<file path="config.mk">
export PLATFORM = sky130hd
export DESIGN_NAME = i2c_master_bit_engine_core_flat
export DESIGN_NICKNAME = d
export VERILOG_FILES = /design/src/rtl/core/i2cm_pkg.sv /design/src/rtl/core/i2cm_intf.sv /design/src/rtl/core/i2cm_seq.sv /design/src/rtl/core/i2c_master_bit_engine_core.sv /design/src/flat_wrapper.sv
export SDC_FILE = /design/constraint.sdc
export NUM_CORES = 1
export LEC_CHECK = 0
export BUFFER_PORTS_ARGS = -buffer_cell sky130_fd_sc_hd__buf_4
export CAP_MARGIN = 20
export CORE_MARGIN = 5
export CORE_UTILIZATION = 40
export DETAILED_ROUTE_END_ITERATION = 10
export PLACE_DENSITY = 0.54
export SYNTH_ARGS = -nofsm -noshare
export SYNTH_HDL_FRONTEND = slang
export SYNTH_SLANG_ARGS = --single-unit
</file>
<file path="constraint.sdc">
create_clock -name i_clk -period 11.94 [get_ports i_clk]
set_clock_uncertainty 0.05 [all_clocks]
set_input_delay 1.194 -clock i_clk [delete_from_list [all_inputs] [get_ports i_clk]]
set_output_delay 1.194 -clock i_clk [all_outputs]
set_load 0.05 [all_outputs]
</file>
<file path="src/rtl/core/i2cm_pkg.sv">
// i2cm_pkg: shared types and codes of the i2c master bit engine
// no dependencies; used by the channel interfaces, the sequencer and the top level

package i2cm_pkg;

    // command codes
    localparam logic [2:0] FUNC_START  = 3'd0;
    localparam logic [2:0] FUNC_STOP   = 3'd1;
    localparam logic [2:0] FUNC_WRITE  = 3'd2;
    localparam logic [2:0] FUNC_READ   = 3'd3;
    localparam logic [2:0] FUNC_GETACK = 3'd4;

    // completion status codes
    localparam logic [1:0] ST_OK         = 2'd0;
    localparam logic [1:0] ST_BUS_BUSY   = 2'd1;
    localparam logic [1:0] ST_START_FAIL = 2'd2;
    localparam logic [1:0] ST_ACK_TMO    = 2'd3;

    // configuration register indexes
    localparam int CFG_IDX_W  = 2;
    localparam int CFG_DATA_W = 16;
    localparam logic [CFG_IDX_W-1:0] CFG_HALF_PERIOD = 2'd0;
    localparam logic [CFG_IDX_W-1:0] CFG_ACK_TIMEOUT = 2'd1;

    // configuration reset values
    localparam logic [15:0] HALF_PERIOD_RST = 16'd250;
    localparam logic [7:0]  ACK_TIMEOUT_RST = 8'd250;

    // one input item (one tick)
    typedef struct packed {
        logic       cmd_valid;
        logic [2:0] func;
        logic [7:0] write_byte;
        logic       send_nack;
        logic       sda_sample;
    } t_in_item;

    // one result item (pin and status view after the tick)
    typedef struct packed {
        logic       scl_level;
        logic       sda_level;
        logic       sda_drive_en;
        logic       busy_res;
        logic       done_res;
        logic [1:0] status;
        logic [7:0] read_byte;
    } t_out_item;

    // configuration seen by the sequencer
    typedef struct packed {
        logic [15:0] half_period_ticks;
        logic [7:0]  ack_timeout_ticks;
    } t_cfg;

endpackage

</file>
<file path="src/rtl/core/i2cm_intf.sv">
// i2cm channel interfaces: input items, result items and configuration writes
// depends on i2cm_pkg for the payload types

interface i2cm_in_if;
    logic               valid;
    logic               ready;
    i2cm_pkg::t_in_item data;

    modport source (output valid, output data, input ready);
    modport sink   (input valid, input data, output ready);
endinterface

interface i2cm_out_if;
    logic                valid;
    logic                ready;
    i2cm_pkg::t_out_item data;

    modport source (output valid, output data, input ready);
    modport sink   (input valid, input data, output ready);
endinterface

interface i2cm_cfg_if;
    logic                                valid;
    logic                                ready;
    logic [i2cm_pkg::CFG_IDX_W-1:0]      index;
    logic [i2cm_pkg::CFG_DATA_W-1:0]     data;

    modport source (output valid, output index, output data, input ready);
    modport sink   (input valid, input index, input data, output ready);
endinterface

</file>
<file path="src/rtl/core/i2cm_seq.sv">
// i2cm_seq: pin sequencer state and its one-tick next-state logic
// depends on i2cm_pkg; result reflects the state after the current tick

module i2cm_seq (
    input  logic                i_clk,
    input  logic                i_rst_n,
    input  logic                i_fire,
    input  i2cm_pkg::t_in_item  i_item,
    input  i2cm_pkg::t_cfg      i_cfg,
    output i2cm_pkg::t_out_item o_result
);
    import i2cm_pkg::*;

    // phase codes
    localparam logic [3:0] PH_IDLE = 4'd0;
    localparam logic [3:0] PH_ST1  = 4'd1;
    localparam logic [3:0] PH_ST2  = 4'd2;
    localparam logic [3:0] PH_SP0  = 4'd3;
    localparam logic [3:0] PH_SP1  = 4'd4;
    localparam logic [3:0] PH_SP2  = 4'd5;
    localparam logic [3:0] PH_WL   = 4'd6;
    localparam logic [3:0] PH_WH   = 4'd7;
    localparam logic [3:0] PH_WT   = 4'd8;
    localparam logic [3:0] PH_RL   = 4'd9;
    localparam logic [3:0] PH_RH   = 4'd10;
    localparam logic [3:0] PH_AL   = 4'd11;
    localparam logic [3:0] PH_AH   = 4'd12;
    localparam logic [3:0] PH_GL   = 4'd13;
    localparam logic [3:0] PH_GH   = 4'd14;
    localparam logic [3:0] PH_GP   = 4'd15;

    logic [3:0]  r_phase,     n_phase;
    logic [3:0]  r_bit_count, n_bit_count;
    logic [15:0] r_delay,     n_delay;
    logic [7:0]  r_poll,      n_poll;
    logic [7:0]  r_shift,     n_shift;
    logic        r_nack,      n_nack;
    logic        r_scl,       n_scl;
    logic        r_sda,       n_sda;
    logic        r_sda_oe,    n_sda_oe;
    logic [1:0]  r_status,    n_status;
    logic [7:0]  r_read_hold, n_read_hold;
    logic        r_done,      n_done;

    logic [15:0] step_ticks;
    logic [15:0] delay_dec;
    logic [3:0]  bit_inc;
    logic        poll_chk;
    logic [7:0]  poll_base;
    logic        sda;

    assign sda        = i_item.sda_sample;
    assign step_ticks = (i_cfg.half_period_ticks == 16'd0) ? 16'd1 : i_cfg.half_period_ticks;
    assign delay_dec  = (r_delay == 16'd0) ? 16'd0 : r_delay - 16'd1;
    assign bit_inc    = r_bit_count + 4'd1;

    // next state for one tick
    always_comb begin
        n_phase     = r_phase;
        n_bit_count = r_bit_count;
        n_delay     = r_delay;
        n_poll      = r_poll;
        n_shift     = r_shift;
        n_nack      = r_nack;
        n_scl       = r_scl;
        n_sda       = r_sda;
        n_sda_oe    = r_sda_oe;
        n_status    = r_status;
        n_read_hold = r_read_hold;
        n_done      = 1'b0;
        poll_chk    = 1'b0;
        poll_base   = r_poll;

        if (r_phase == PH_IDLE) begin
            // idle: take a new command
            if (i_item.cmd_valid) begin
                case (i_item.func)
                    FUNC_START: begin
                        n_sda_oe = 1'b1;
                        n_sda    = 1'b1;
                        n_scl    = 1'b1;
                        n_phase  = PH_ST1;
                        n_delay  = step_ticks;
                    end
                    FUNC_STOP: begin
                        n_sda_oe = 1'b1;
                        n_scl    = 1'b0;
                        n_sda    = 1'b0;
                        n_phase  = PH_SP0;
                        n_delay  = 16'd1;
                    end
                    FUNC_WRITE: begin
                        n_sda_oe    = 1'b1;
                        n_scl       = 1'b0;
                        n_bit_count = 4'd0;
                        n_shift     = i_item.write_byte;
                        n_phase     = PH_WL;
                        n_delay     = step_ticks;
                    end
                    FUNC_READ: begin
                        n_sda_oe    = 1'b0;
                        n_scl       = 1'b0;
                        n_bit_count = 4'd0;
                        n_shift     = 8'd0;
                        n_nack      = i_item.send_nack;
                        n_phase     = PH_RL;
                        n_delay     = step_ticks;
                    end
                    FUNC_GETACK: begin
                        n_sda_oe = 1'b0;
                        n_sda    = 1'b1;
                        n_poll   = 8'd0;
                        n_phase  = PH_GL;
                        n_delay  = step_ticks;
                    end
                    default: begin
                    end
                endcase
            end
        end else if (r_phase == PH_GP) begin
            // acknowledge polling, once per tick
            poll_chk = 1'b1;
        end else begin
            // count down the current step, act at its end
            n_delay = delay_dec;
            if (delay_dec == 16'd0) begin
                case (r_phase)
                    PH_ST1: begin
                        if (!sda) begin
                            n_phase  = PH_IDLE;
                            n_status = ST_BUS_BUSY;
                            n_done   = 1'b1;
                        end else begin
                            n_sda   = 1'b0;
                            n_phase = PH_ST2;
                            n_delay = step_ticks;
                        end
                    end
                    PH_ST2: begin
                        if (sda) begin
                            n_status = ST_START_FAIL;
                        end else begin
                            n_scl    = 1'b0;
                            n_status = ST_OK;
                        end
                        n_phase = PH_IDLE;
                        n_done  = 1'b1;
                    end
                    PH_SP0: begin
                        n_scl   = 1'b1;
                        n_phase = PH_SP1;
                        n_delay = step_ticks;
                    end
                    PH_SP1: begin
                        n_sda   = 1'b1;
                        n_phase = PH_SP2;
                        n_delay = step_ticks;
                    end
                    PH_SP2, PH_WT: begin
                        n_phase  = PH_IDLE;
                        n_status = ST_OK;
                        n_done   = 1'b1;
                    end
                    PH_WL: begin
                        n_sda   = r_shift[7];
                        n_shift = {r_shift[6:0], 1'b0};
                        n_scl   = 1'b1;
                        n_phase = PH_WH;
                        n_delay = step_ticks;
                    end
                    PH_WH: begin
                        n_bit_count = bit_inc;
                        n_scl       = 1'b0;
                        n_phase     = (bit_inc < 4'd8) ? PH_WL : PH_WT;
                        n_delay     = step_ticks;
                    end
                    PH_RL, PH_AL, PH_GL: begin
                        n_scl   = 1'b1;
                        n_phase = (r_phase == PH_RL) ? PH_RH :
                                  (r_phase == PH_AL) ? PH_AH : PH_GH;
                        n_delay = step_ticks;
                    end
                    PH_RH: begin
                        n_shift     = {r_shift[6:0], sda};
                        n_bit_count = bit_inc;
                        n_scl       = 1'b0;
                        n_delay     = step_ticks;
                        if (bit_inc < 4'd8) begin
                            n_phase = PH_RL;
                        end else begin
                            n_sda_oe = 1'b1;
                            n_sda    = r_nack;
                            n_phase  = PH_AL;
                        end
                    end
                    PH_AH: begin
                        n_scl       = 1'b0;
                        n_read_hold = r_shift;
                        n_phase     = PH_IDLE;
                        n_status    = ST_OK;
                        n_done      = 1'b1;
                    end
                    PH_GH: begin
                        n_poll    = 8'd0;
                        poll_base = 8'd0;
                        poll_chk  = 1'b1;
                    end
                    default: begin
                        n_phase = PH_IDLE;
                    end
                endcase
            end
        end

        // acknowledge check: low is ack, too many high samples time out
        if (poll_chk) begin
            if (!sda) begin
                n_scl    = 1'b0;
                n_phase  = PH_IDLE;
                n_status = ST_OK;
                n_done   = 1'b1;
            end else if (poll_base >= i_cfg.ack_timeout_ticks) begin
                n_scl    = 1'b0;
                n_phase  = PH_IDLE;
                n_status = ST_ACK_TMO;
                n_done   = 1'b1;
            end else begin
                n_poll  = poll_base + 8'd1;
                n_phase = PH_GP;
            end
        end
    end

    // state registers advance once per accepted tick
    always_ff @(posedge i_clk) begin
        if (!i_rst_n) begin
            r_phase     <= PH_IDLE;
            r_bit_count <= 4'd0;
            r_delay     <= 16'd0;
            r_poll      <= 8'd0;
            r_shift     <= 8'd0;
            r_nack      <= 1'b0;
            r_scl       <= 1'b1;
            r_sda       <= 1'b1;
            r_sda_oe    <= 1'b1;
            r_status    <= ST_OK;
            r_read_hold <= 8'd0;
            r_done      <= 1'b0;
        end else if (i_fire) begin
            r_phase     <= n_phase;
            r_bit_count <= n_bit_count;
            r_delay     <= n_delay;
            r_poll      <= n_poll;
            r_shift     <= n_shift;
            r_nack      <= n_nack;
            r_scl       <= n_scl;
            r_sda       <= n_sda;
            r_sda_oe    <= n_sda_oe;
            r_status    <= n_status;
            r_read_hold <= n_read_hold;
            r_done      <= n_done;
        end
    end

    // result of this tick
    always_comb begin
        o_result.scl_level    = n_scl;
        o_result.sda_level    = n_sda;
        o_result.sda_drive_en = n_sda_oe;
        o_result.busy_res     = (n_phase != PH_IDLE);
        o_result.done_res     = n_done;
        o_result.status       = n_status;
        o_result.read_byte    = n_read_hold;
    end

    // a valid command taken while idle always starts a sequence
    a_cmd_starts: assert property (@(posedge i_clk) disable iff (!i_rst_n)
        (i_fire && r_phase == PH_IDLE && i_item.cmd_valid && i_item.func <= FUNC_GETACK)
        |=> (r_phase != PH_IDLE))
        else $error("accepted command did not leave idle");

    // a timed step never sits with an expired counter
    a_delay_live: assert property (@(posedge i_clk) disable iff (!i_rst_n)
        (r_phase != PH_IDLE && r_phase != PH_GP) |-> (r_delay != 16'd0))
        else $error("timed phase with zero delay count");

    // bit counter stays within one byte
    a_bit_range: assert property (@(posedge i_clk) disable iff (!i_rst_n)
        r_bit_count <= 4'd8)
        else $error("bit counter out of range");

    // done is only ever flagged while the sequencer is idle
    a_done_idle: assert property (@(posedge i_clk) disable iff (!i_rst_n)
        r_done |-> (r_phase == PH_IDLE))
        else $error("done flagged while a command is in progress");

endmodule

</file>
<file path="src/rtl/core/i2c_master_bit_engine_core.sv">
// i2c_master_bit_engine_core: top level of the i2c master bit engine
// depends on i2cm_pkg, the i2cm channel interfaces and i2cm_seq
//
//   channel   dir   transfer                         payload
//   i_item    in    one tick: command + sda sample   t_in_item
//   o_res     out   one result per accepted tick     t_out_item
//   i_cfg     in    register write, always ready     index, data
//
// each accepted tick's result is registered in the output register, or in the skid entry
// while a result waits there; a new tick is taken every cycle while i_item.ready is high;
// a two-entry output buffer (register + skid) keeps the input side open while one result
// waits to be taken; i_item.ready drops only while both buffer entries hold results
// synchronous active-low reset: pins high, sda driven, idle, default timing

module i2c_master_bit_engine_core (
    input  logic       i_clk,
    input  logic       i_rst_n,
    i2cm_in_if.sink    i_item,
    i2cm_out_if.source o_res,
    i2cm_cfg_if.sink   i_cfg
);
    import i2cm_pkg::*;

    logic        r_out_valid;
    t_out_item   r_out;
    logic        r_skid_valid;
    t_out_item   r_skid;
    t_cfg        r_cfg;
    t_out_item   step_res;
    logic        in_fire;
    logic        out_fire;

    assign i_item.ready = !r_skid_valid;
    assign in_fire      = i_item.valid && i_item.ready;
    assign out_fire     = r_out_valid && o_res.ready;
    assign o_res.valid  = r_out_valid;
    assign o_res.data   = r_out;
    assign i_cfg.ready  = 1'b1;

    // configuration registers
    always_ff @(posedge i_clk) begin
        if (!i_rst_n) begin
            r_cfg.half_period_ticks <= HALF_PERIOD_RST;
            r_cfg.ack_timeout_ticks <= ACK_TIMEOUT_RST;
        end else if (i_cfg.valid) begin
            case (i_cfg.index)
                CFG_HALF_PERIOD: r_cfg.half_period_ticks <= i_cfg.data[15:0];
                CFG_ACK_TIMEOUT: r_cfg.ack_timeout_ticks <= i_cfg.data[7:0];
                default: begin
                end
            endcase
        end
    end

    // pin sequencer
    i2cm_seq u_seq (
        .i_clk    (i_clk),
        .i_rst_n  (i_rst_n),
        .i_fire   (in_fire),
        .i_item   (i_item.data),
        .i_cfg    (r_cfg),
        .o_result (step_res)
    );

    // output register with skid entry
    always_ff @(posedge i_clk) begin
        if (!i_rst_n) begin
            r_out_valid  <= 1'b0;
            r_skid_valid <= 1'b0;
        end else if (!r_out_valid || out_fire) begin
            if (r_skid_valid) begin
                r_out_valid  <= 1'b1;
                r_skid_valid <= 1'b0;
            end else begin
                r_out_valid  <= in_fire;
            end
        end else if (in_fire) begin
            r_skid_valid <= 1'b1;
        end
    end

    always_ff @(posedge i_clk) begin
        if (!r_out_valid || out_fire) begin
            r_out <= r_skid_valid ? r_skid : step_res;
        end
        if (in_fire && !r_skid_valid) begin
            r_skid <= step_res;
        end
    end

    // the skid entry is only ever filled behind a waiting result
    a_skid_order: assert property (@(posedge i_clk) disable iff (!i_rst_n)
        r_skid_valid |-> r_out_valid)
        else $error("skid entry holds a result with an empty output register");

endmodule

</file>
<file path="src/flat_wrapper.sv">
// flat-port wrapper written by rule: the top's interface ports become plain ports
module i2c_master_bit_engine_core_flat import i2cm_pkg::*;
  (i_clk, i_rst_n, i_item_valid, i_item_data, i_item_ready, o_res_valid, o_res_data, o_res_ready, i_cfg_valid, i_cfg_index, i_cfg_data, i_cfg_ready);
  i2cm_in_if i_item_i ();
  i2cm_out_if o_res_i ();
  i2cm_cfg_if i_cfg_i ();
  input  logic i_clk;
  input  logic i_rst_n;
  input wire logic [$bits(i_item_i.valid)-1:0] i_item_valid;
  input wire logic [$bits(i_item_i.data)-1:0] i_item_data;
  output wire logic [$bits(i_item_i.ready)-1:0] i_item_ready;
  output wire logic [$bits(o_res_i.valid)-1:0] o_res_valid;
  output wire logic [$bits(o_res_i.data)-1:0] o_res_data;
  input wire logic [$bits(o_res_i.ready)-1:0] o_res_ready;
  input wire logic [$bits(i_cfg_i.valid)-1:0] i_cfg_valid;
  input wire logic [$bits(i_cfg_i.index)-1:0] i_cfg_index;
  input wire logic [$bits(i_cfg_i.data)-1:0] i_cfg_data;
  output wire logic [$bits(i_cfg_i.ready)-1:0] i_cfg_ready;
  assign i_item_i.valid = i_item_valid;
  assign i_item_i.data = i_item_data;
  assign i_item_ready = i_item_i.ready;
  assign o_res_valid = o_res_i.valid;
  assign o_res_data = o_res_i.data;
  assign o_res_i.ready = o_res_ready;
  assign i_cfg_i.valid = i_cfg_valid;
  assign i_cfg_i.index = i_cfg_index;
  assign i_cfg_i.data = i_cfg_data;
  assign i_cfg_ready = i_cfg_i.ready;
  i2c_master_bit_engine_core u_core (.i_clk(i_clk), .i_rst_n(i_rst_n), .i_item(i_item_i), .o_res(o_res_i), .i_cfg(i_cfg_i));
endmodule
</file>
==> metrics.md, run 1 <==
| Metric | Value |
|---|---|
| Run status | `finished clean` |
| RR Endpoint | `u_core.u_seq.r_poll[7]$_SDFFE_PN0P_` |
| Worst setup startpoint | `u_core.u_seq.r_delay[0]$_SDFFE_PN0P_` |
| Synthesized cell area | `6160 um^2` |
| Worst setup EP type | `flip-flop` |
| Synth-to-layout area growth | `13.5%` |
| DR WL/cell | `17.1 um` |
| Hold worst-path end | `u_core.r_cfg[2]$_SDFFE_PN0P_` |
| R2R setup slack | `6.35 ns` |
| Clock H-tree levels | `3` |
| Reg clk slew, reported paths | `0.09 ns` |
| DR DRC count | `0` |
| Worst reg2reg startpoint | `u_core.u_seq.r_delay[0]$_SDFFE_PN0P_` |
| Initial Util | `40.7%` |
| Switching Fraction | `35.1%` |
| Final Hold Viols | `0` |
| Post-DP HPWL | `11800 um` |
| Final Critical Period | `5.59 ns` |
| Reg power frac | `43.3%` |
| Largest net degree at the start of global routing | `51` |
| Final WL | `16400 um` |
| Overflow after GRT | `0` |
| Critical path type | `reg2reg` |
| First-pass GRT wire length | `26500 um` |
| Vias | `5466` |
| Share of layout cells above drive strength 1 | `15.8%` |
| Top post-synthesis cells by count | `nand2_1 (103), dfxtp_1 (80), nor2_1 (63)` |
| GRT Util Overall | `18.1%` |
| PD cells | `144 nW/um^2` |
| I/O pin cnt | `55` |
| Diode count | `0` |
| Largest cells by area after synthesis | `dfxtp_1 (26%), edfxtp_1 (15%), nand2_1 (6.3%)` |
| Synth Flop Type | `dfxtp_1` |
| DIE WIDTH | `134 um` |
| Comb power frac | `25.7%` |
| CTS buffer count | `9` |
| Synth area leader | `dfxtp_1` |
| Site Rows | `45` |
| Vias in the first global route | `5193` |
| CP Data Arrival Time | `5.82 ns` |
| Maxcap violations | `0` |
| Seq cells post-synth | `110` |
| Synth top area share | `26.0%` |
| Fmax achieved | `179 MHz` |
| Count leader, synth | `nand2_1` |
| Req. time, crit path | `12.17 ns` |
| Worst Slack Setup Final | `6.35 ns` |
| Final hold slack | `0.412 ns` |
| Die Footprint | `18000 um^2` |
| Vias per cell | `5.69` |
| Pre-Repair DR Iteration Count | `7` |
| Post-CTS Setup Inserts | `0` |
| Setup TNS | `0 ns` |
| Hold Buf Count CTS | `0` |
| Input/output buffers | `53` |
| Yosys warning total | `0` |
| Synth Area per Inst | `8.30 um^2` |
| Fin area | `6990 um^2` |
| Internal power | `0.000652 W` |
| Pins over their slew limit | `0` |
| PostCTS Resize Cnt | `0` |
| GPL Wtd Cong | `0.901` |
| Net Switching | `0.000353 W` |
| DP Area | `6660 um^2` |
| Worst reg2reg path depth | `17` |
| Cells after Synth | `743` |
| CTS root buffer | `clkbuf_16` |
| Initial antenna violation count | `0` |
| Startpoint Class | `flip-flop` |
| Number of distinct library cells after synthesis | `74` |
| Async SR Flop Fraction | `0%` |
| Worst Max-Slew Pin Slew | `0.952 ns` |
| Post-synthesis sequential area ratio | `40.6%` |
| TritonCTS clock tree | `yes` |
| Clock power share | `31.0%` |
| Syn nets | `792` |
| Number of synthesized flops with an enable pin | `30` |
| Worst min path class | `reg2reg` |
| Fin nets | `816` |
| Peak fanout along the critical path | `17` |
| Worst VDD drop | `91.6 uV` |
| Max-slew headroom | `36.5%` |
| Antenna viol nets, final | `0` |
| Pleak | `2.73 nW` |
| CTS Sinks | `110` |
| Hold_sp | `u_core.r_cfg[2]$_SDFFE_PN0P_` |
| Total Power | `0.00100 W` |
| Fin crit share | `46.8%` |
| CTS Buffer Depth | `2` |
| Die Ht | `134 um` |
| Unrepaired setup endpoints after global routing | `no` |
| Setup violations, final | `0` |
| WHS Path Cells | `2` |
| Initial DRC Count | `379` |
| Core box area | `15100 um^2` |
| Dpl ws | `6.41 ns` |
| Clock latency at the later pin of the worst-skew pair | `0.36 ns` |
==> layer usage <==
metal  global-route usage, %  wire [um]
met1                    23.8       7570
met4                    6.73        361
met2                    30.3       7770
met5                       0          0
met3                    2.40        735
==> cells in the final DEF, fill, tap and decap left out, types with 5 or more instances in the layout <==
cell       netlist  final
ha_1            12     12
dfxtp_1         80     80
mux2i_1          8      8
o211ai_1        13     13
nor4_1          10      9
mux2_2          20     20
a31oi_1          5      5
clkbuf_16        0      9
o21ai_0         45     45
nand3_1         36     36
nor2b_1         10     10
a21oi_1         58     58
a221oi_1         7      7
buf_4            1     61
nor3_1          19     19
or4_1            5      5
nand2_1        103    103
or2_2           11     11
o21a_1           6      6
clkinv_8         0      5
edfxtp_1        30     30
o211a_1          8      8
inv_1           33     33
nor2_1          63     63
nand2b_1         8      8
or3_1            9      9
a21boi_0         9      9
a211oi_1        17     17
==> power by group through the flow <==
stage	logic, W	registers (W)	clock network [W]
after CTS	0.000256	0.000435	0.000320
after detailed placement	0.000254	0.000443	0
after global placement	0.000251	0.000442	0
after global routing	0.000282	0.000439	0.000334
final	0.000258	0.000435	0.000312
after floorplan	0.000169	0.000457	0
==> critical path: stages, from the launching register on <==
cell and delay [ns]:
dfxtp_1 0.44, inv_1 0.10, ha_1 0.31, nand4bb_1 0.10, or4_4 0.54, a2111oi_4 0.43, o21ai_2 0.28, nor4_4 0.81
nand2b_1 0.22, ha_1 0.23, nand2b_1 0.14, a21o_1 0.17, a21oi_1 0.14, o211ai_1 0.17, a21o_1 0.26, or3_1 0.43
or4_1 0.53, a31oi_1 0.17
==> cells by family (layout without fill, tap and decap cells) <==
logic type | count (synthesis) | after routing | synth area share (%)
other cells | 1 | 1 | 0.0608
compound gates | 211 | 211 | 23.0
mux | 28 | 28 | 4.95
simple gates | 294 | 294 | 23.1
fa+ha+maj | 12 | 12 | 2.44
flops | 110 | 110 | 40.6
xor+xnor | 5 | 5 | 0.711
buf+inv | 82 | 111 | 5.22
==> per-stage QoR <==
| step | std cells | utilization [%] |
|---|---|---|
| 2_1_floorplan | 743 | - |
| 3_3_place_gp | 943 | 44.0 |
| 3_5_place_dp | 943 | 44.0 |
| 4_1_cts | 959 | 46.1 |
| 5_1_grt | 960 | 46.2 |
| 6_report | 960 | 46.2 |
==> worst max-delay path by stage <==
stage	to	slack (ns)	cells after the start
6_report	u_core.u_seq.r_poll[7]$_SDFFE_PN0P_	6.35	17
5_1_grt	u_core.u_seq.r_poll[5]$_SDFFE_PN0P_	5.76	17
4_1_cts	u_core.u_seq.r_poll[7]$_SDFFE_PN0P_	6.40	17
3_5_place_dp	u_core.u_seq.r_poll[7]$_SDFFE_PN0P_	6.41	17
3_3_place_gp	u_core.u_seq.r_poll[7]$_SDFFE_PN0P_	6.57	17
2_1_floorplan	u_core.u_seq.r_poll[7]$_SDFFE_PN0P_	6.99	19
==> final cells by class <==
class,count,area (um^2)
fill,1480,8150
multi-input combinational,551,3350
tap,188,235
sequential,110,2500
clock inverter,7,98.8
inverter,34,128
timing repair buffer,61,458
clock buffer,9,225
==> flip-flops by register name, indices dropped and copies added, names as in the netlist <==
register / cells
u_core.o_res.valid: 1
u_core.o_res.data: 15
u_core.u_seq.r_delay: 16
u_core.u_seq.r_phase: 4
u_core.u_seq.r_shift: 8
u_core.u_seq.r_scl: 1
u_core.u_seq.r_sda_oe: 1
u_core.u_seq.r_status: 2
u_core.u_seq.r_bit_count: 4
u_core.r_skid: 15
u_core.u_seq.r_sda: 1
u_core.u_seq.r_nack: 1
u_core.u_seq.r_read_hold: 8
u_core.r_skid_valid: 1
u_core.r_cfg: 24
u_core.u_seq.r_poll: 8
No activity file was read; power rests on OpenSTA's default activity.
==> inputs of run 2 (changes only) <==
PLACE_DENSITY = 0.56   (was 0.54)
clock period = 4.65 ns   (was 11.94 ns; I/O delays follow)
==> metrics.md, run 2 (synthesis gave the netlist of run 1 again) <==
| Metric | Value |
|---|---|
| Run status | `finished clean (unchanged)` |
| Max-slew headroom | `32.9% (was 36.5%)` |
| Maxcap violations | `0 (unchanged)` |
| Most common cell after layout, fill and taps aside | `nand2_1 (unchanged)` |
| PD cells | `366 nW/um^2 (was 144 nW/um^2)` |
| Post-DP HPWL | `11700 um (was 11800 um)` |
| Input/output buffers | `53 (unchanged)` |
| Largest net degree at the start of global routing | `51 (unchanged)` |
| Critical path type | `reg2reg (unchanged)` |
| Final Non-Filler Cells | `980 (was 960)` |
| Worst setup EP type | `flip-flop (unchanged)` |
| Most frequent cells in the layout | `nand2_1 (103), buf_4 (77), dfxtp_1 (76) (was nand2_1 (103), dfxtp_1 (80), nor2_1 (63))` |
| Antenna viol nets, final | `0 (unchanged)` |
| Biggest registers after layout | `u_core.r_cfg x24, u_core.u_seq.r_delay x16 (unchanged)` |
| Clock latency at the later pin of the worst-skew pair | `0.36 ns (about the same)` |
| Initial DRC Count | `466 (was 379)` |
| Pre-Repair DR Iteration Count | `5 (was 7)` |
| GPL Wtd Cong | `0.949 (was 0.901)` |
| Vias per cell | `5.80 (was 5.69)` |
| Diode count | `0 (unchanged)` |
| Most flops, register | `u_core.r_cfg (unchanged)` |
| Worst VDD drop | `193 uV (was 91.6 uV)` |
| Fin nets | `836 (was 816)` |
| Worst min path class | `in2reg (was reg2reg)` |
| Initial Util | `40.7% (unchanged)` |
| Dpl ws | `0.0383 ns (was 6.41 ns)` |
| Storage element area | `2510 um^2 (was 2500 um^2)` |
| Core box area | `15100 um^2 (unchanged)` |
| Pins over their slew limit | `0 (unchanged)` |
| Die Ht | `134 um (unchanged)` |
| CTS buffer count | `9 (unchanged)` |
| Reg clk slew, reported paths | `0.08 ns (was 0.09 ns)` |
| R2R setup slack | `0.13 ns (was 6.35 ns)` |
| Setup violations, final | `0 (unchanged)` |
| Site Rows | `45 (unchanged)` |
| Vias | `5681 (was 5466)` |
| First-pass GRT wire length | `27100 um (was 26500 um)` |
| Die Footprint | `18000 um^2 (unchanged)` |
| Overflow after GRT | `0 (unchanged)` |
| DIE WIDTH | `134 um (unchanged)` |
| Worst Max-Slew Pin Slew | `1.01 ns (was 0.952 ns)` |
| # fillers | `1475 (was 1480)` |
| Worst Slack Setup Final | `0.126 ns (was 6.35 ns)` |
| Hold Buf Count CTS | `0 (unchanged)` |
| DR WL/cell | `17.0 um (was 17.1 um)` |
| CP Data Arrival Time | `4.79 ns (was 5.82 ns)` |
| Cell total after placement | `955 (was 943)` |
| Fin area | `7250 um^2 (was 6990 um^2)` |
| Initial antenna violation count | `0 (unchanged)` |
| Max FFs per register | `24 (unchanged)` |
| Final Hold Viols | `0 (unchanged)` |
| Startpoint Class | `flip-flop (unchanged)` |
| Fin crit share | `97.3% (was 46.8%)` |
| WHS Path Cells | `3 (was 2)` |
| Pleak | `2.87 nW (was 2.73 nW)` |
| Worst reg2reg path depth | `15 (was 17)` |
| I/O pin cnt | `55 (unchanged)` |
| Peak fanout along the critical path | `6 (was 17)` |
| CTS root buffer | `clkbuf_16 (unchanged)` |
| Synth-to-layout area growth | `17.7% (was 13.5%)` |
| Unrepaired setup endpoints after global routing | `yes (was no)` |
| CTS Buffer Depth | `2 (unchanged)` |
| TritonCTS clock tree | `yes (unchanged)` |
| Fmax achieved | `221 MHz (was 179 MHz)` |
| Vias in the first global route | `5352 (was 5193)` |
| CTS Sinks | `110 (unchanged)` |
| Req. time, crit path | `4.91 ns (was 12.17 ns)` |
| Final Critical Period | `4.52 ns (was 5.59 ns)` |
| Clock H-tree levels | `3 (unchanged)` |
| Final WL | `16700 um (was 16400 um)` |
| DP Area | `6750 um^2 (was 6660 um^2)` |
| DR DRC count | `0 (unchanged)` |
| Share of layout cells above drive strength 1 | `20.5% (was 15.8%)` |
| GRT Util Overall | `18.6% (was 18.1%)` |
| Multi-input logic area | `3440 um^2 (was 3350 um^2)` |
==> run 2: changes by cell type in the layout (fill, tap and decap cells not counted), moves of 3 or more <==
cell / before / now
buf_4: 61 / 77
buf_6: 0 / 3
dfxtp_1: 80 / 76
clkinv_8: 5 / 1
==> run 2: per-layer routing <==
| metal | up-vias | part of all wire (%) | GRT usage (%) |
|---|---|---|---|
| li1 | 2777 | - | - |
| met1 | 2682 | 45 | 24.6 |
| met2 | 178 | 47 | 30.3 |
| met3 | 44 | 4.7 | 3.45 |
| met4 | 0 | 2.7 | 6.84 |
| met5 | - | 0 | 0 |
==> run 2: power by group <==
group          leakage, nW  internal, W  switching [W]
clock                0.158     0.000437       0.000401
sequential           0.968      0.00106      0.0000506
combinational         1.74     0.000257       0.000454
total                 2.87      0.00175       0.000905
==> run 2: critical path: stages, from the launching register on <==
cell and delay [ns]:
dfxtp_2 0.34, or3_4 0.39, or4_4 0.53, a2111oi_4 0.40, o21ai_2 0.12, nor4_4 0.41
nand2b_4 0.22, ha_4 0.19, nand2b_4 0.12, a21o_1 0.16, a21oi_2 0.13, o211ai_1 0.15
a21o_1 0.23, or3_4 0.40, or4_4 0.54, nand3_2 0.08
==> run 2: cell type report <==
| cell class | instances | share of cell area, % |
|---|---|---|
| repair buffers | 81 | 8.50 |
| clock inverters | 7 | 1.31 |
| inverters | 34 | 1.79 |
| multi-input cells | 551 | 47.4 |
| well taps | 188 | 3.24 |
| clock buffers | 9 | 3.11 |
| flip-flops and latches | 110 | 34.6 |
==> run 2: timing repair <==
| item | 4_1_cts | 5_1_grt |
|---|---|---|
| gates resized for setup | 0 | 26 |
| setup endpoints to repair | 0 | 9 |
| buffers inserted | 0 | 8 |
==> run 2: worst paths after layout <==
kind	startpoint	endpoint
max	u_core.u_seq.r_delay[11]$_SDFFE_PN0P_	u_core.u_seq.r_poll[2]$_SDFFE_PN0P_
max reg2reg	u_core.u_seq.r_delay[11]$_SDFFE_PN0P_	u_core.u_seq.r_poll[2]$_SDFFE_PN0P_
min reg2reg	u_core.r_cfg[8]$_SDFFE_PN0P_	u_core.r_cfg[8]$_SDFFE_PN0P_
min	i_cfg_data[4]	u_core.r_cfg[12]$_SDFFE_PN1P_
==> run 2: through the flow <==
| step | power (W) | util (%) | hold WS [ns] | setup TNS (ns) |
|---|---|---|---|---|
| floorplan | 0.00161 | - | 0.386 | 0 |
| global placement | 0.00181 | 44.6 | 0.401 | 0 |
| detailed placement | 0.00181 | 44.6 | 0.415 | 0 |
| CTS | 0.00265 | 46.7 | 0.262 | 0 |
| global route | 0.00279 | 47.9 | 0.275 | -0.0555 |
| finish | 0.00266 | 47.9 | 0.267 | 0 |
==> inputs of run 3 (changes only) <==
CELL_PAD_IN_SITES_DETAIL_PLACEMENT = 1   (was unset)
CELL_PAD_IN_SITES_GLOBAL_PLACEMENT = 2   (was unset)
CORE_UTILIZATION = 33   (was 40)
PLACE_DENSITY = 0.74   (was 0.56)
==> metrics.md, run 3 (synthesis gave the netlist of run 1 again) <==
| Metric | Value |
|---|---|
| Most flops, register | `u_core.r_cfg (unchanged)` |
| Final Hold Viols | `0 (unchanged)` |
| DIE WIDTH | `147 um (was 134 um)` |
| Final Critical Period | `4.47 ns (was 4.52 ns)` |
| GPL Wtd Cong | `0.904 (was 0.949)` |
| Maxcap violations | `0 (unchanged)` |
| DR WL/cell | `19.0 um (was 17.0 um)` |
| Biggest registers after layout | `u_core.r_cfg x24, u_core.u_seq.r_delay x16 (unchanged)` |
| Peak fanout along the critical path | `7 (was 6)` |
| Final WL | `19500 um (was 16700 um)` |
| Critical path type | `reg2reg (unchanged)` |
| M1 wire length | `8830 um (was 7590 um)` |
| Req. time, crit path | `4.92 ns (was 4.91 ns)` |
| Overflow after GRT | `0 (unchanged)` |
| CP Data Arrival Time | `4.74 ns (was 4.79 ns)` |
| Vias | `5759 (was 5681)` |
| Post-DP HPWL | `14200 um (was 11700 um)` |
| Max-slew headroom | `36.2% (was 32.9%)` |
| Met2 WL | `9610 um (was 7890 um)` |
| Most frequent cells in the layout | `nand2_1 (103), buf_4 (81), dfxtp_1 (76) (was nand2_1 (103), buf_4 (77), dfxtp_1 (76))` |
| Pre-Repair DR Iteration Count | `4 (was 5)` |
| Most common cell after layout, fill and taps aside | `nand2_1 (unchanged)` |
| Initial antenna violation count | `0 (unchanged)` |
| CTS Sinks | `110 (unchanged)` |
| CTS Buffer Depth | `2 (unchanged)` |
| R2R setup slack | `0.18 ns (was 0.13 ns)` |
| Pins over their slew limit | `0 (unchanged)` |
| Share of layout cells above drive strength 1 | `19.9% (was 20.5%)` |
| Fmax achieved | `224 MHz (was 221 MHz)` |
| Clock H-tree levels | `3 (unchanged)` |
| PD cells | `367 nW/um^2 (was 366 nW/um^2)` |
| Vias in the first global route | `5873 (was 5352)` |
| TritonCTS clock tree | `yes (unchanged)` |
| Max FFs per register | `24 (unchanged)` |
| Input/output buffers | `53 (unchanged)` |
| CTS root buffer | `clkbuf_16 (unchanged)` |
| Worst VDD drop | `188 uV (was 193 uV)` |
| Slowest stage delay, CP | `0.53 ns (was 0.54 ns)` |
| First-pass GRT wire length | `31600 um (was 27100 um)` |
| Startpoint Class | `flip-flop (unchanged)` |
| Initial Util | `33.3% (was 40.7%)` |
| GRT Util Overall | `18.2% (was 18.6%)` |
| Diode count | `0 (unchanged)` |
| Setup TNS | `0 ns (unchanged)` |
| Worst min path class | `in2reg (unchanged)` |
| Hold Buf Count CTS | `0 (unchanged)` |
| Clock latency at the later pin of the worst-skew pair | `0.37 ns (was 0.36 ns)` |
| Fin crit share | `96.2% (was 97.3%)` |
| Run status | `finished clean (unchanged)` |
| Worst path slowest cell | `or4_4 (unchanged)` |
| Initial DRC Count | `351 (was 466)` |
| Met3 wire len | `703 um (was 782 um)` |
| Pleak | `2.86 nW (was 2.87 nW)` |
| Reg clk slew, reported paths | `0.09 ns (was 0.08 ns)` |
| Die Ht | `147 um (was 134 um)` |
| Top sig layer | `met4 (unchanged)` |
| I/O pin cnt | `55 (unchanged)` |
| Synth-to-layout area growth | `18.2% (was 17.7%)` |
| CTS buffer count | `9 (unchanged)` |
| Core box area | `18500 um^2 (was 15100 um^2)` |
| Largest net degree at the start of global routing | `51 (unchanged)` |
| Vias per cell | `5.61 (was 5.80)` |
| Worst setup EP type | `flip-flop (unchanged)` |
| Crit-path cells | `or3_4, or4_4, a2111oi_4, o21ai_2, nor4_4, nand2b_4, ha_4, nand2b_4, a21o_1, a21oi_2, o211ai_1, a21o_1, or3_4, or4_1, nand3_1 (was or3_4, or4_4, a2111oi_4, o21ai_2, nor4_4, nand2b_4, ha_4, nand2b_4, a21o_1, a21oi_2, o211ai_1, a21o_1, or3_4, or4_4, nand3_2)` |
| Fin nets | `837 (was 836)` |
| DR DRC count | `0 (unchanged)` |
| Site Rows | `50 (was 45)` |
| Worst Max-Slew Pin Slew | `0.955 ns (was 1.01 ns)` |
| Setup violations, final | `0 (unchanged)` |
| Antenna viol nets, final | `0 (unchanged)` |
| Die Footprint | `21500 um^2 (was 18000 um^2)` |
| Total Power | `0.00268 W (was 0.00266 W)` |
[run 3: worst max-delay path, delay by kind of cell, from the launching register on]
kind                     cells  cell delay (ns)
AND/OR/NAND/NOR              8             2.66
adder cells (fa/ha/maj)      1             0.20
flip-flops                   1             0.37
AO/OA/AOI/OAI                6             1.14
[run 3: area by class of cell]
class | count | area (um^2)
fillers | 2195 | 11200
multi-input cells | 551 | 3420
flip-flops and latches | 110 | 2510
repair buffers | 82 | 619
well taps | 234 | 293
clock buffers | 9 | 225
inverters | 34 | 128
clock inverters | 7 | 93.8
[run 3: worst paths after layout]
check	startpoint	endpoint	cells past startpoint
setup reg to reg	u_core.u_seq.r_delay[12]$_SDFFE_PN0P_	u_core.u_seq.r_poll[2]$_SDFFE_PN0P_	15
setup / recovery	u_core.u_seq.r_delay[12]$_SDFFE_PN0P_	u_core.u_seq.r_poll[2]$_SDFFE_PN0P_	15
hold / removal	i_cfg_data[7]	u_core.r_cfg[15]$_SDFFE_PN1P_	3
hold reg to reg	u_core.u_seq.r_status[1]$_SDFFE_PN0P_	u_core.u_seq.r_status[1]$_SDFFE_PN0P_	2
[run 3: through the flow]
| stage | setup WS [ns] | std cells | hold slack (ns) | utilization (%) | cell area (um^2) |
|---|---|---|---|---|---|
| final | 0.177 | 1027 | 0.258 | 39.4 | 7290 |
| after global routing | -0.00149 | 1027 | 0.262 | 39.4 | 7290 |
| after CTS | -0.00373 | 1021 | 0.254 | 38.7 | 7170 |
| after detailed placement | -0.0302 | 1005 | 0.405 | 36.9 | 6840 |
| after global placement | 0.126 | 1005 | 0.399 | 36.9 | 6840 |
| after floorplan | 0.00881 | 743 | 0.386 | - | 6180 |
[run 3: what timing repair did]
action                     in CTS  in global routing
pin swaps                       0                 12
setup buffers                   0                  6
resized for setup               1                 19
setup endpoints to repair       1                 11
[run 3: power by group]
| group | total (W) | switching, W | internal [W] |
|---|---|---|---|
| sequential | 0.00111 | 0.0000523 | 0.00106 |
| combinational | 0.000739 | 0.000479 | 0.000260 |
| clock | 0.000827 | 0.000433 | 0.000393 |
[run 3: metal layers]
layer  vias up  track usage, %
met5         -               0
met4         0            5.64
met3        30            2.86
met2       113            31.5
met1      2839            23.3
li1       2777               -
